[config.mk]
export PLATFORM = sky130hd
export DESIGN_NAME = binned_histogram_mode_mean
export DESIGN_NICKNAME = d
export VERILOG_FILES = /design/src/hdl/bhmm_pkg.sv /design/src/hdl/bhmm_div.sv /design/src/hdl/binned_histogram_mode_mean.sv
export SDC_FILE = /design/constraint.sdc
export NUM_CORES = 2
export LEC_CHECK = 0
export BUFFER_PORTS_ARGS = -buffer_cell sky130_fd_sc_hd__buf_2
export CAP_MARGIN = 25
export CORE_MARGIN = 2
export CORE_UTILIZATION = 58
export CTS_CLUSTER_DIAMETER = 150
export DETAILED_ROUTE_END_ITERATION = 10
export PLACE_DENSITY = 0.84
export REMOVE_ABC_BUFFERS = 1
export SYNTH_ARGS = -nofsm -noshare
export SYNTH_HDL_FRONTEND = slang
export SYNTH_HIERARCHICAL = 1
export SYNTH_SLANG_ARGS = --single-unit
[constraint.sdc]
create_clock -name clk_i -period 8.4 [get_ports clk_i]
set_input_delay 1.68 -clock clk_i [delete_from_list [all_inputs] [get_ports clk_i]]
set_output_delay 1.68 -clock clk_i [all_outputs]
set_load 0.02 [all_outputs]
[src/hdl/bhmm_pkg.sv]
// shared types, widths and codes for the binned histogram mode mean block
package bhmm_pkg;

  // field widths
  localparam int ValueW     = 20;
  localparam int CountW     = 16;
  localparam int BinWidthW  = 16;
  localparam int PctW       = 7;
  localparam int BinsUsedW  = 7;
  localparam int CfgIdxW    = 2;

  // default table size
  localparam int TableDepthDef = 64;

  // register reset values and limits
  localparam logic [BinWidthW-1:0] BinWidthRst = 16'd10;
  localparam logic [PctW-1:0]      PctRst      = 7'd50;
  localparam logic [CountW-1:0]    CountMax    = 16'hFFFF;
  localparam logic [BinsUsedW-1:0] BinsUsedMax = 7'd127;
  localparam int                   PctFull     = 100;

  // register indexes
  localparam logic [CfgIdxW-1:0] RegBinWidth  = 2'd0;
  localparam logic [CfgIdxW-1:0] RegIncludePct = 2'd1;

  // operation codes
  localparam logic OpAdd     = 1'b0;
  localparam logic OpCompute = 1'b1;

  // sequencer states
  typedef enum logic [3:0] {
    ST_IDLE,
    ST_ADD_DIV,
    ST_ADD_SCAN,
    ST_CMP_PREP,
    ST_CMP_CHECK,
    ST_CMP_SCAN,
    ST_CMP_MUL,
    ST_CMP_ACC,
    ST_CMP_DIV,
    ST_CMP_OUT
  } state_e;

  // divider status toward the sequencer
  typedef struct packed {
    logic busy;
    logic done;
  } div_stat_t;

endpackage

[src/hdl/bhmm_div.sv]
// restoring divider, one quotient bit per cycle, shared by binning and mean
module bhmm_div #(
  parameter int DividendW = 42,
  parameter int DivisorW  = 23
) (
  input  logic                          clk_i,
  input  logic                          rst_ni,
  input  logic                          start_i,
  input  logic [DividendW-1:0]          dividend_i,
  input  logic [DivisorW-1:0]           divisor_i,
  output bhmm_pkg::div_stat_t           stat_o,
  output logic [bhmm_pkg::ValueW-1:0]   quot_o,
  output logic [DivisorW-1:0]           rem_o
);

  localparam int QW   = bhmm_pkg::ValueW;
  localparam int CntW = $clog2(QW + 1);

  logic                busy_q;
  logic                done_q;
  logic [CntW-1:0]     cnt_q;
  logic [DivisorW-1:0] rem_q;
  logic [DivisorW-1:0] divisor_q;
  logic [QW-1:0]       lo_q;

  logic [DivisorW:0]   trial;
  logic [DivisorW:0]   diff;
  logic                fits;

  // one shift-subtract step
  always_comb begin
    trial = {rem_q, lo_q[QW-1]};
    diff  = trial - {1'b0, divisor_q};
    fits  = trial >= {1'b0, divisor_q};
  end

  // step counter and status
  always_ff @(posedge clk_i or negedge rst_ni) begin
    if (!rst_ni) begin
      busy_q <= 1'b0;
      done_q <= 1'b0;
      cnt_q  <= '0;
    end else begin
      done_q <= 1'b0;
      if (start_i) begin
        busy_q <= 1'b1;
        cnt_q  <= CntW'(QW);
      end else if (busy_q) begin
        cnt_q <= cnt_q - CntW'(1);
        if (cnt_q == CntW'(1)) begin
          busy_q <= 1'b0;
          done_q <= 1'b1;
        end
      end
    end
  end

  // partial remainder and quotient shift register
  // the upper dividend bits are known to be below the divisor
  always_ff @(posedge clk_i) begin
    if (start_i) begin
      rem_q     <= dividend_i[DividendW-1:QW];
      lo_q      <= dividend_i[QW-1:0];
      divisor_q <= divisor_i;
    end else if (busy_q) begin
      rem_q <= fits ? diff[DivisorW-1:0] : trial[DivisorW-1:0];
      lo_q  <= {lo_q[QW-2:0], fits};
    end
  end

  assign stat_o.busy = busy_q;
  assign stat_o.done = done_q;
  assign quot_o      = lo_q;
  assign rem_o       = rem_q;

endmodule

[src/hdl/binned_histogram_mode_mean.sv]
// Add: a divide by the bin width, then a scan of the open bins through the registered memory read port.
// Compute: per included bin one scan of all open bins, then a divide of the weighted sum by the count.
// One item is in work at a time.
// The result sits in an output register; a compute waits there only if it is still held.
// Reset: bin width 10, include percent 50, histogram empty, drop flag clear.
// Bin memory contents are not cleared; only entries below the open-bin count are read.
module binned_histogram_mode_mean #(
  parameter int TABLE_DEPTH = bhmm_pkg::TableDepthDef
) (
  input  logic                             clk_i,
  input  logic                             rst_ni,
  // input channel
  input  logic                             in_valid_i,
  output logic                             in_stall_o,
  input  logic                             operation_i,
  input  logic [bhmm_pkg::ValueW-1:0]      sample_us_i,
  // result channel
  output logic                             out_valid_o,
  input  logic                             out_stall_i,
  output logic [bhmm_pkg::ValueW-1:0]      mean_us_o,
  output logic [bhmm_pkg::CountW-1:0]      samples_total_o,
  output logic [bhmm_pkg::BinsUsedW-1:0]   bins_used_o,
  output logic                             dropped_o,
  // configuration write channel
  input  logic                             cfg_valid_i,
  output logic                             cfg_ready_o,
  input  logic [bhmm_pkg::CfgIdxW-1:0]     cfg_index_i,
  input  logic [bhmm_pkg::BinWidthW-1:0]   cfg_data_i
);

  localparam int VW  = bhmm_pkg::ValueW;
  localparam int CW  = bhmm_pkg::CountW;
  localparam int AW  = $clog2(TABLE_DEPTH);
  localparam int NW  = $clog2(TABLE_DEPTH + 1);
  localparam int TW  = CW + NW;
  localparam int SW  = VW + CW + NW;
  localparam int PW  = TW + bhmm_pkg::PctW;
  localparam int LW  = TW + 8;
  localparam int NXW = (NW > bhmm_pkg::BinsUsedW) ? NW : bhmm_pkg::BinsUsedW;

  bhmm_pkg::state_e state_q, state_d;

  // configuration
  logic [bhmm_pkg::BinWidthW-1:0] width_q;
  logic [bhmm_pkg::PctW-1:0]      pct_q;
  logic [bhmm_pkg::BinWidthW-1:0] width_eff;

  // histogram bookkeeping
  logic [NW-1:0] n_q;
  logic [TW-1:0] total_q;
  logic          drop_q;

  // bin memories
  logic [VW-1:0] mem_val [TABLE_DEPTH];
  logic [CW-1:0] mem_cnt [TABLE_DEPTH];
  logic [VW-1:0] rd_val_q;
  logic [CW-1:0] rd_cnt_q;
  logic          rd_en;
  logic          we_val, we_cnt;
  logic [AW-1:0] waddr;
  logic [VW-1:0] wval;
  logic [CW-1:0] wcnt;

  // scan pipeline
  logic [NW-1:0] scan_q;
  logic          dv_q;
  logic [AW-1:0] didx_q;
  logic          scan_init;
  logic          scan_done;

  // add path
  logic [VW-1:0] sample_q;
  logic [VW-1:0] bin_v_q;
  logic          add_match;

  // compute path
  logic          found_q;
  logic [AW-1:0] best_idx_q;
  logic [CW-1:0] best_cnt_q;
  logic [VW-1:0] best_val_q;
  logic          cmp_take;
  logic [PW-1:0] tp_q;
  logic [TW-1:0] counted_q;
  logic [SW-1:0] sum_q;
  logic [NW-1:0] picked_q;
  logic [VW+CW-1:0] prod_q;
  logic [LW-1:0] need_lhs;
  logic          below_target;
  logic          pick_more;
  logic [VW-1:0] mean_q;

  // divider
  logic                div_start;
  logic [SW-1:0]       div_dividend;
  logic [TW-1:0]       div_divisor;
  bhmm_pkg::div_stat_t div_stat;
  logic [VW-1:0]       div_quot;
  logic [TW-1:0]       div_rem;

  // handshakes
  logic in_acc;
  logic out_free;
  logic [NXW-1:0] n_ext;

  assign in_stall_o  = (state_q != bhmm_pkg::ST_IDLE);
  assign in_acc      = in_valid_i && !in_stall_o;
  assign cfg_ready_o = 1'b1;
  assign out_free    = !out_valid_o || !out_stall_i;
  assign width_eff   = (width_q == '0) ? bhmm_pkg::BinWidthW'(1) : width_q;

  // scan status and compare results
  always_comb begin
    scan_done    = !dv_q && (scan_q >= n_q);
    add_match    = dv_q && (rd_val_q == bin_v_q);
    cmp_take     = dv_q && (rd_cnt_q != '0) && (!found_q || rd_cnt_q >= best_cnt_q);
    rd_en        = ((state_q == bhmm_pkg::ST_ADD_SCAN) || (state_q == bhmm_pkg::ST_CMP_SCAN))
                   && (scan_q < n_q);
    // counted < floor(total*pct/100) written as 100*(counted+1) <= total*pct
    need_lhs     = LW'(counted_q) * LW'(bhmm_pkg::PctFull) + LW'(bhmm_pkg::PctFull);
    below_target = need_lhs <= LW'(tp_q);
    pick_more    = (picked_q < n_q) && ((picked_q == '0) || below_target);
    n_ext        = NXW'(n_q);
  end

  // next state
  always_comb begin
    state_d = state_q;
    case (state_q)
      bhmm_pkg::ST_IDLE: begin
        if (in_acc) begin
          state_d = (operation_i == bhmm_pkg::OpAdd) ? bhmm_pkg::ST_ADD_DIV
                                                     : bhmm_pkg::ST_CMP_PREP;
        end
      end
      bhmm_pkg::ST_ADD_DIV: begin
        if (div_stat.done) state_d = bhmm_pkg::ST_ADD_SCAN;
      end
      bhmm_pkg::ST_ADD_SCAN: begin
        if (add_match || scan_done) state_d = bhmm_pkg::ST_IDLE;
      end
      bhmm_pkg::ST_CMP_PREP: begin
        state_d = bhmm_pkg::ST_CMP_CHECK;
      end
      bhmm_pkg::ST_CMP_CHECK: begin
        if (pick_more) begin
          state_d = bhmm_pkg::ST_CMP_SCAN;
        end else if (counted_q != '0) begin
          state_d = bhmm_pkg::ST_CMP_DIV;
        end else begin
          state_d = bhmm_pkg::ST_CMP_OUT;
        end
      end
      bhmm_pkg::ST_CMP_SCAN: begin
        if (scan_done) state_d = bhmm_pkg::ST_CMP_MUL;
      end
      bhmm_pkg::ST_CMP_MUL: begin
        state_d = bhmm_pkg::ST_CMP_ACC;
      end
      bhmm_pkg::ST_CMP_ACC: begin
        state_d = bhmm_pkg::ST_CMP_CHECK;
      end
      bhmm_pkg::ST_CMP_DIV: begin
        if (div_stat.done) state_d = bhmm_pkg::ST_CMP_OUT;
      end
      bhmm_pkg::ST_CMP_OUT: begin
        if (out_free) state_d = bhmm_pkg::ST_IDLE;
      end
      default: state_d = bhmm_pkg::ST_IDLE;
    endcase
  end

  // sequencer outputs: divider launch and memory writes
  always_comb begin
    div_start    = 1'b0;
    div_dividend = sum_q;
    div_divisor  = counted_q;
    we_val       = 1'b0;
    we_cnt       = 1'b0;
    waddr        = didx_q;
    wval         = bin_v_q;
    wcnt         = '0;
    case (state_q)
      bhmm_pkg::ST_IDLE: begin
        div_dividend = SW'(sample_us_i);
        div_divisor  = TW'(width_eff);
        div_start    = in_acc && (operation_i == bhmm_pkg::OpAdd);
      end
      bhmm_pkg::ST_ADD_SCAN: begin
        if (add_match) begin
          we_cnt = 1'b1;
          wcnt   = (rd_cnt_q == bhmm_pkg::CountMax) ? rd_cnt_q : rd_cnt_q + CW'(1);
        end else if (scan_done && (n_q < NW'(TABLE_DEPTH))) begin
          we_cnt = 1'b1;
          we_val = 1'b1;
          waddr  = n_q[AW-1:0];
          wcnt   = CW'(1);
        end
      end
      bhmm_pkg::ST_CMP_CHECK: begin
        div_start = !pick_more && (counted_q != '0);
      end
      bhmm_pkg::ST_CMP_MUL: begin
        // a zero count marks the bin as already taken
        we_cnt = 1'b1;
        waddr  = best_idx_q;
        wcnt   = '0;
      end
      default: begin
        div_start = 1'b0;
      end
    endcase
  end

  assign scan_init = (state_q != state_d) &&
                     ((state_d == bhmm_pkg::ST_ADD_SCAN) || (state_d == bhmm_pkg::ST_CMP_SCAN));

  // control registers
  always_ff @(posedge clk_i or negedge rst_ni) begin
    if (!rst_ni) begin
      state_q     <= bhmm_pkg::ST_IDLE;
      width_q     <= bhmm_pkg::BinWidthRst;
      pct_q       <= bhmm_pkg::PctRst;
      n_q         <= '0;
      total_q     <= '0;
      drop_q      <= 1'b0;
      scan_q      <= '0;
      dv_q        <= 1'b0;
      found_q     <= 1'b0;
      out_valid_o <= 1'b0;
    end else begin
      state_q <= state_d;

      // register writes
      if (cfg_valid_i && cfg_ready_o) begin
        case (cfg_index_i)
          bhmm_pkg::RegBinWidth:   width_q <= cfg_data_i;
          bhmm_pkg::RegIncludePct: pct_q   <= cfg_data_i[bhmm_pkg::PctW-1:0];
          default:                 width_q <= width_q;
        endcase
      end

      // scan address and data-valid pipeline
      if (scan_init) begin
        scan_q  <= '0;
        dv_q    <= 1'b0;
        found_q <= 1'b0;
      end else if (rd_en) begin
        scan_q <= scan_q + NW'(1);
        dv_q   <= 1'b1;
      end else begin
        dv_q <= 1'b0;
      end
      if ((state_q == bhmm_pkg::ST_CMP_SCAN) && cmp_take) found_q <= 1'b1;

      // add bookkeeping
      if (state_q == bhmm_pkg::ST_ADD_SCAN) begin
        if (add_match) begin
          if (rd_cnt_q != bhmm_pkg::CountMax) total_q <= total_q + TW'(1);
        end else if (scan_done) begin
          if (n_q < NW'(TABLE_DEPTH)) begin
            n_q     <= n_q + NW'(1);
            total_q <= total_q + TW'(1);
          end else begin
            drop_q <= 1'b1;
          end
        end
      end

      // result beat and histogram clear
      if ((state_q == bhmm_pkg::ST_CMP_OUT) && out_free) begin
        out_valid_o <= 1'b1;
        n_q         <= '0;
        total_q     <= '0;
        drop_q      <= 1'b0;
      end else if (!out_stall_i) begin
        out_valid_o <= 1'b0;
      end
    end
  end

  // bin memories, one write and one registered read per cycle
  always_ff @(posedge clk_i) begin
    if (we_val) mem_val[waddr] <= wval;
    if (we_cnt) mem_cnt[waddr] <= wcnt;
    if (rd_en) begin
      rd_val_q <= mem_val[scan_q[AW-1:0]];
      rd_cnt_q <= mem_cnt[scan_q[AW-1:0]];
      didx_q   <= scan_q[AW-1:0];
    end
  end

  // datapath registers
  always_ff @(posedge clk_i) begin
    if (in_acc) sample_q <= sample_us_i;

    // round down to a multiple of the bin width
    if ((state_q == bhmm_pkg::ST_ADD_DIV) && div_stat.done) begin
      bin_v_q <= sample_q - VW'(div_rem[bhmm_pkg::BinWidthW-1:0]);
    end

    // largest remaining count, later bin wins a tie
    if ((state_q == bhmm_pkg::ST_CMP_SCAN) && cmp_take) begin
      best_idx_q <= didx_q;
      best_cnt_q <= rd_cnt_q;
      best_val_q <= rd_val_q;
    end

    case (state_q)
      bhmm_pkg::ST_CMP_PREP: begin
        tp_q      <= PW'(total_q) * PW'(pct_q);
        counted_q <= '0;
        sum_q     <= '0;
        picked_q  <= '0;
        mean_q    <= '0;
      end
      bhmm_pkg::ST_CMP_MUL: begin
        prod_q <= best_val_q * best_cnt_q;
      end
      bhmm_pkg::ST_CMP_ACC: begin
        sum_q     <= sum_q + SW'(prod_q);
        counted_q <= counted_q + TW'(best_cnt_q);
        picked_q  <= picked_q + NW'(1);
      end
      bhmm_pkg::ST_CMP_DIV: begin
        if (div_stat.done) mean_q <= div_quot;
      end
      default: begin
        prod_q <= prod_q;
      end
    endcase

    // result payload
    if ((state_q == bhmm_pkg::ST_CMP_OUT) && out_free) begin
      mean_us_o       <= mean_q;
      samples_total_o <= (total_q > TW'(bhmm_pkg::CountMax)) ? bhmm_pkg::CountMax
                                                             : total_q[CW-1:0];
      bins_used_o     <= (n_ext > NXW'(bhmm_pkg::BinsUsedMax)) ? bhmm_pkg::BinsUsedMax
                                                               : n_ext[bhmm_pkg::BinsUsedW-1:0];
      dropped_o       <= drop_q;
    end
  end

  // shared divider: sample modulo bin width, then weighted sum over count
  bhmm_div #(
    .DividendW (SW),
    .DivisorW  (TW)
  ) u_div (
    .clk_i      (clk_i),
    .rst_ni     (rst_ni),
    .start_i    (div_start),
    .dividend_i (div_dividend),
    .divisor_i  (div_divisor),
    .stat_o     (div_stat),
    .quot_o     (div_quot),
    .rem_o      (div_rem)
  );

  // open bins never exceed the table
  assert property (@(posedge clk_i) disable iff (!rst_ni) n_q <= NW'(TABLE_DEPTH))
    else $error("open bin count beyond table depth");

  // an empty histogram holds no samples
  assert property (@(posedge clk_i) disable iff (!rst_ni) (n_q == '0) |-> (total_q == '0))
    else $error("sample total nonzero with no open bins");

  // divider is idle whenever a new beat can be taken
  assert property (@(posedge clk_i) disable iff (!rst_ni) !in_stall_o |-> !div_stat.busy)
    else $error("divider busy while accepting input");

  // divider finishes only in a state that waits for it
  assert property (@(posedge clk_i) disable iff (!rst_ni)
    div_stat.done |-> ((state_q == bhmm_pkg::ST_ADD_DIV) || (state_q == bhmm_pkg::ST_CMP_DIV)))
    else $error("divider done outside a divide state");

endmodule
==> results.py <==
metrics = {
    "status": {
        "outcome": "finished, violations left",
        "violations": "DRC",
    },
    "power": {
        "clockPowerShare_pct": 31.1,
        "netSwitchingFraction_pct": 30.8,
        "vdd_drop_max_mv": 0.267,
        "combinationalPowerShare_pct": 27.9,
        "p_switching_mw": 12.3,
        "intPower_mw": 27.6,
        "seq_power_share_pct": 41.0,
        "powerDensity_nw_per_um2": 276,
        "leakage_nw": 52.5,
    },
    "routing": {
        "wl_met3_mm": 48.1,
        "routed_wl_mm": 373,
        "wl_met1_mm": 121,
        "drc": 1,
        "dr.max_layer_used": "met5",
        "wire_per_inst_um": 33.6,
        "dr_wl_met2_mm": 176,
        "viasPerCell": 6.85,
        "ant_nets": 0,
        "firstDrtPassIters": 11,
        "drt_iter0_drc": 12125,
        "vias": 75952,
    },
    "floorplanning": {
        "die_w_um": 478,
        "num_rows": 173,
        "start_util_pct": 58.4,
        "io_pins": 91,
        "core_area_um2": 223000,
        "die_y_um": 478,
        "dieArea_um2": 228000,
    },
    "cts": {
        "clock_latency_ns": 0.96,
        "clock-sinks": 2772,
        "post_cts_buffers": 0,
        "cts_root_buffer": "clkbuf_16",
        "path_clk_slew_ns": 0.06,
        "ctsLongestPathBuffers": 4,
        "cts_buffers": 283,
        "cts_hold_buf": 0,
        "cts_max_level": 5,
        "cts-resized-gates": 0,
        "cts_tree": "yes",
    },
    "grt": {
        "grt_overflow": 0,
        "grt_pass1_vias": 77946,
        "grt_use_total_pct": 32.7,
        "grt_pass1_wl_mm": 540,
        "grt_max_degree": 145,
        "antenna_found_initial": 44,
    },
    "worst_setup_path": {
        "ff2ff_setup_slack_ns": 0.67,
        "cp_slowest_stage_delay_ns": 0.47,
        "worstReg2RegEnd": "u_div/rem_o[22]",
        "worst_setup_path_start_kind": "flip-flop",
        "cp_slowest_cell": "fa_1",
        "crit_fanout": 84,
        "worstPathArrival_ns": 8.37,
        "critPathKind": "flip-flop to flip-flop",
        "cp.required_ns": 9.04,
        "worstRegToRegCells": 30,
        "cpMostUsedCell": "ha_1",
        "r2r_start": "counted_q[10]",
        "end_kind": "flip-flop",
    },
    "timing": {
        "hold_ws_ns": 0.422,
        "setup_tns_ns": 0,
        "relSlewSlack_pct": 18.8,
        "min_period_ns": 7.73,
        "setup_viol": 0,
        "max_freq_mhz": 129,
        "fin_ws_ns": 0.673,
        "rsz0062_at_grt": "no",
        "tightest_slew_ns": 1.21,
        "period_share_pct": 92.0,
        "hold_violations": 0,
        "fin_worst_skew_ns": 0.0798,
        "slew_viol_final": 0,
    },
    "yosys": {
        "syn-cell-area_um2": 130000,
        "yosysWarningCount": 6,
        "avgSynthCellArea_um2": 17.0,
        "syn_inst": 7649,
    },
    "worst_hold_path": {
        "hp-class": "flip-flop to flip-flop",
        "holdPathStages": 0,
        "min_to": "mean_us_o[8]",
        "min_from": "mean_q[8]",
    },
    "flow_run": {
        "cap_violations": 0,
    },
    "cells_and_area": {
        "nNetsFinal": 8722,
        "drive_gt1_share_pct": 20.9,
        "area_delta_synth_final_pct": 10.9,
        "layout.cells.non_filler": 11086,
        "design_area_um2": 144000,
    },
    "place": {
        "place.gp.congestion": 0.910,
        "pre_cts_slack_ns": 0.468,
        "io_buffers": 89,
        "dpl.cell_count": 10577,
        "hpwl_mm": 207,
        "dpl_cell_area_um2": 135000,
    },
}
## stage by stage
stage / utilization (%) / power [mW]
after floorplan: - / 25.6
after global placement: 60.6 / 26.9
after detailed placement: 60.7 / 27.3
after CTS: 64.6 / 39.6
after global routing: 64.8 / 41.2
final: 64.8 / 39.9
## routing by layer
layer  track usage, %  vias up
li1                 -    29644
met1             40.6    38007
met2             51.8     6474
met3             9.24     1793
met4             19.0       34
met5                0        -
## worst max path at each step
stage	startpoint	end	slack, ns	cells past startpoint
final	counted_q[10]	u_div/rem_o[22]	0.67	30
after global routing	counted_q[2]	u_div/rem_o[22]	0.08	27
after CTS	counted_q[2]	u_div/rem_o[16]	0.49	25
after detailed placement	counted_q[7]	u_div/rem_o[16]	0.47	27
after global placement	counted_q[6]	u_div/rem_o[18]	0.79	27
after floorplan	scan_q[0]	mem_val[11][0]	-18.42	11
## power groups by stage
stage	sequential, mW	clock, mW	combinational (mW)
after floorplan	17.0	0	8.63
after global placement	16.6	0	10.3
after detailed placement	16.6	0	10.6
after CTS	16.3	12.4	10.9
after global routing	16.4	12.8	12.0
final	16.4	12.4	11.1
## worst max-delay path: cells and delay by family (launching register included)
family | cells | cell delay [ns]
AO/OA/AOI/OAI | 9 | 2.27
XOR/XNOR | 1 | 0.17
adder cells (fa/ha/maj) | 5 | 1.74
buffers and inverters | 5 | 0.68
flip-flops | 1 | 0.46
AND/OR/NAND/NOR | 10 | 2.05
## area by class of cell
class	instances	area, um2
Clock inverter	135	1240
Multi-Input combinational cell	3983	44400
Fill cell	13785	78500
Sequential cell	2772	82900
Clock buffer	342	7430
Antenna cell	15	37.5
Inverter	555	2080
Timing Repair Buffer	309	2490
Tap cell	2975	3720
## registers in the layout (all words and copies together) (netlist names), 23 cells and up
signal           flops
total_q             23
u_div/divisor_q     23
mem_cnt           1024
u_div/rem_o         23
prod_q              36
tp_q                30
mem_val           1280
sum_q               43
counted_q           23
## cells in the final DEF (no fill, tap or decap), types with 27 or more instances in the layout
cell type  instances
o21a_1            36
edfxtp_1        2697
and2_1           181
dfrtp_1           64
nand4_1           35
nand2b_1          34
fa_1             376
clkbuf_16        289
nor2_4            33
ha_1             398
nand3_1           68
inv_1            553
mux2_2            74
xor2_1            85
or2_2             27
clkbuf_1          53
xnor2_1          150
a211oi_1          30
clkinv_1          50
buf_4            197
nor2b_1           58
buf_2             88
nor2_1           314
nor3_1            64
nor2_2            44
clkinv_2          40
mux4_2           756
nand2_1          520
o21ai_0          120
and3_1            38
a21o_1            79
a21oi_1          149
Power figures use the tool's default switching activity.
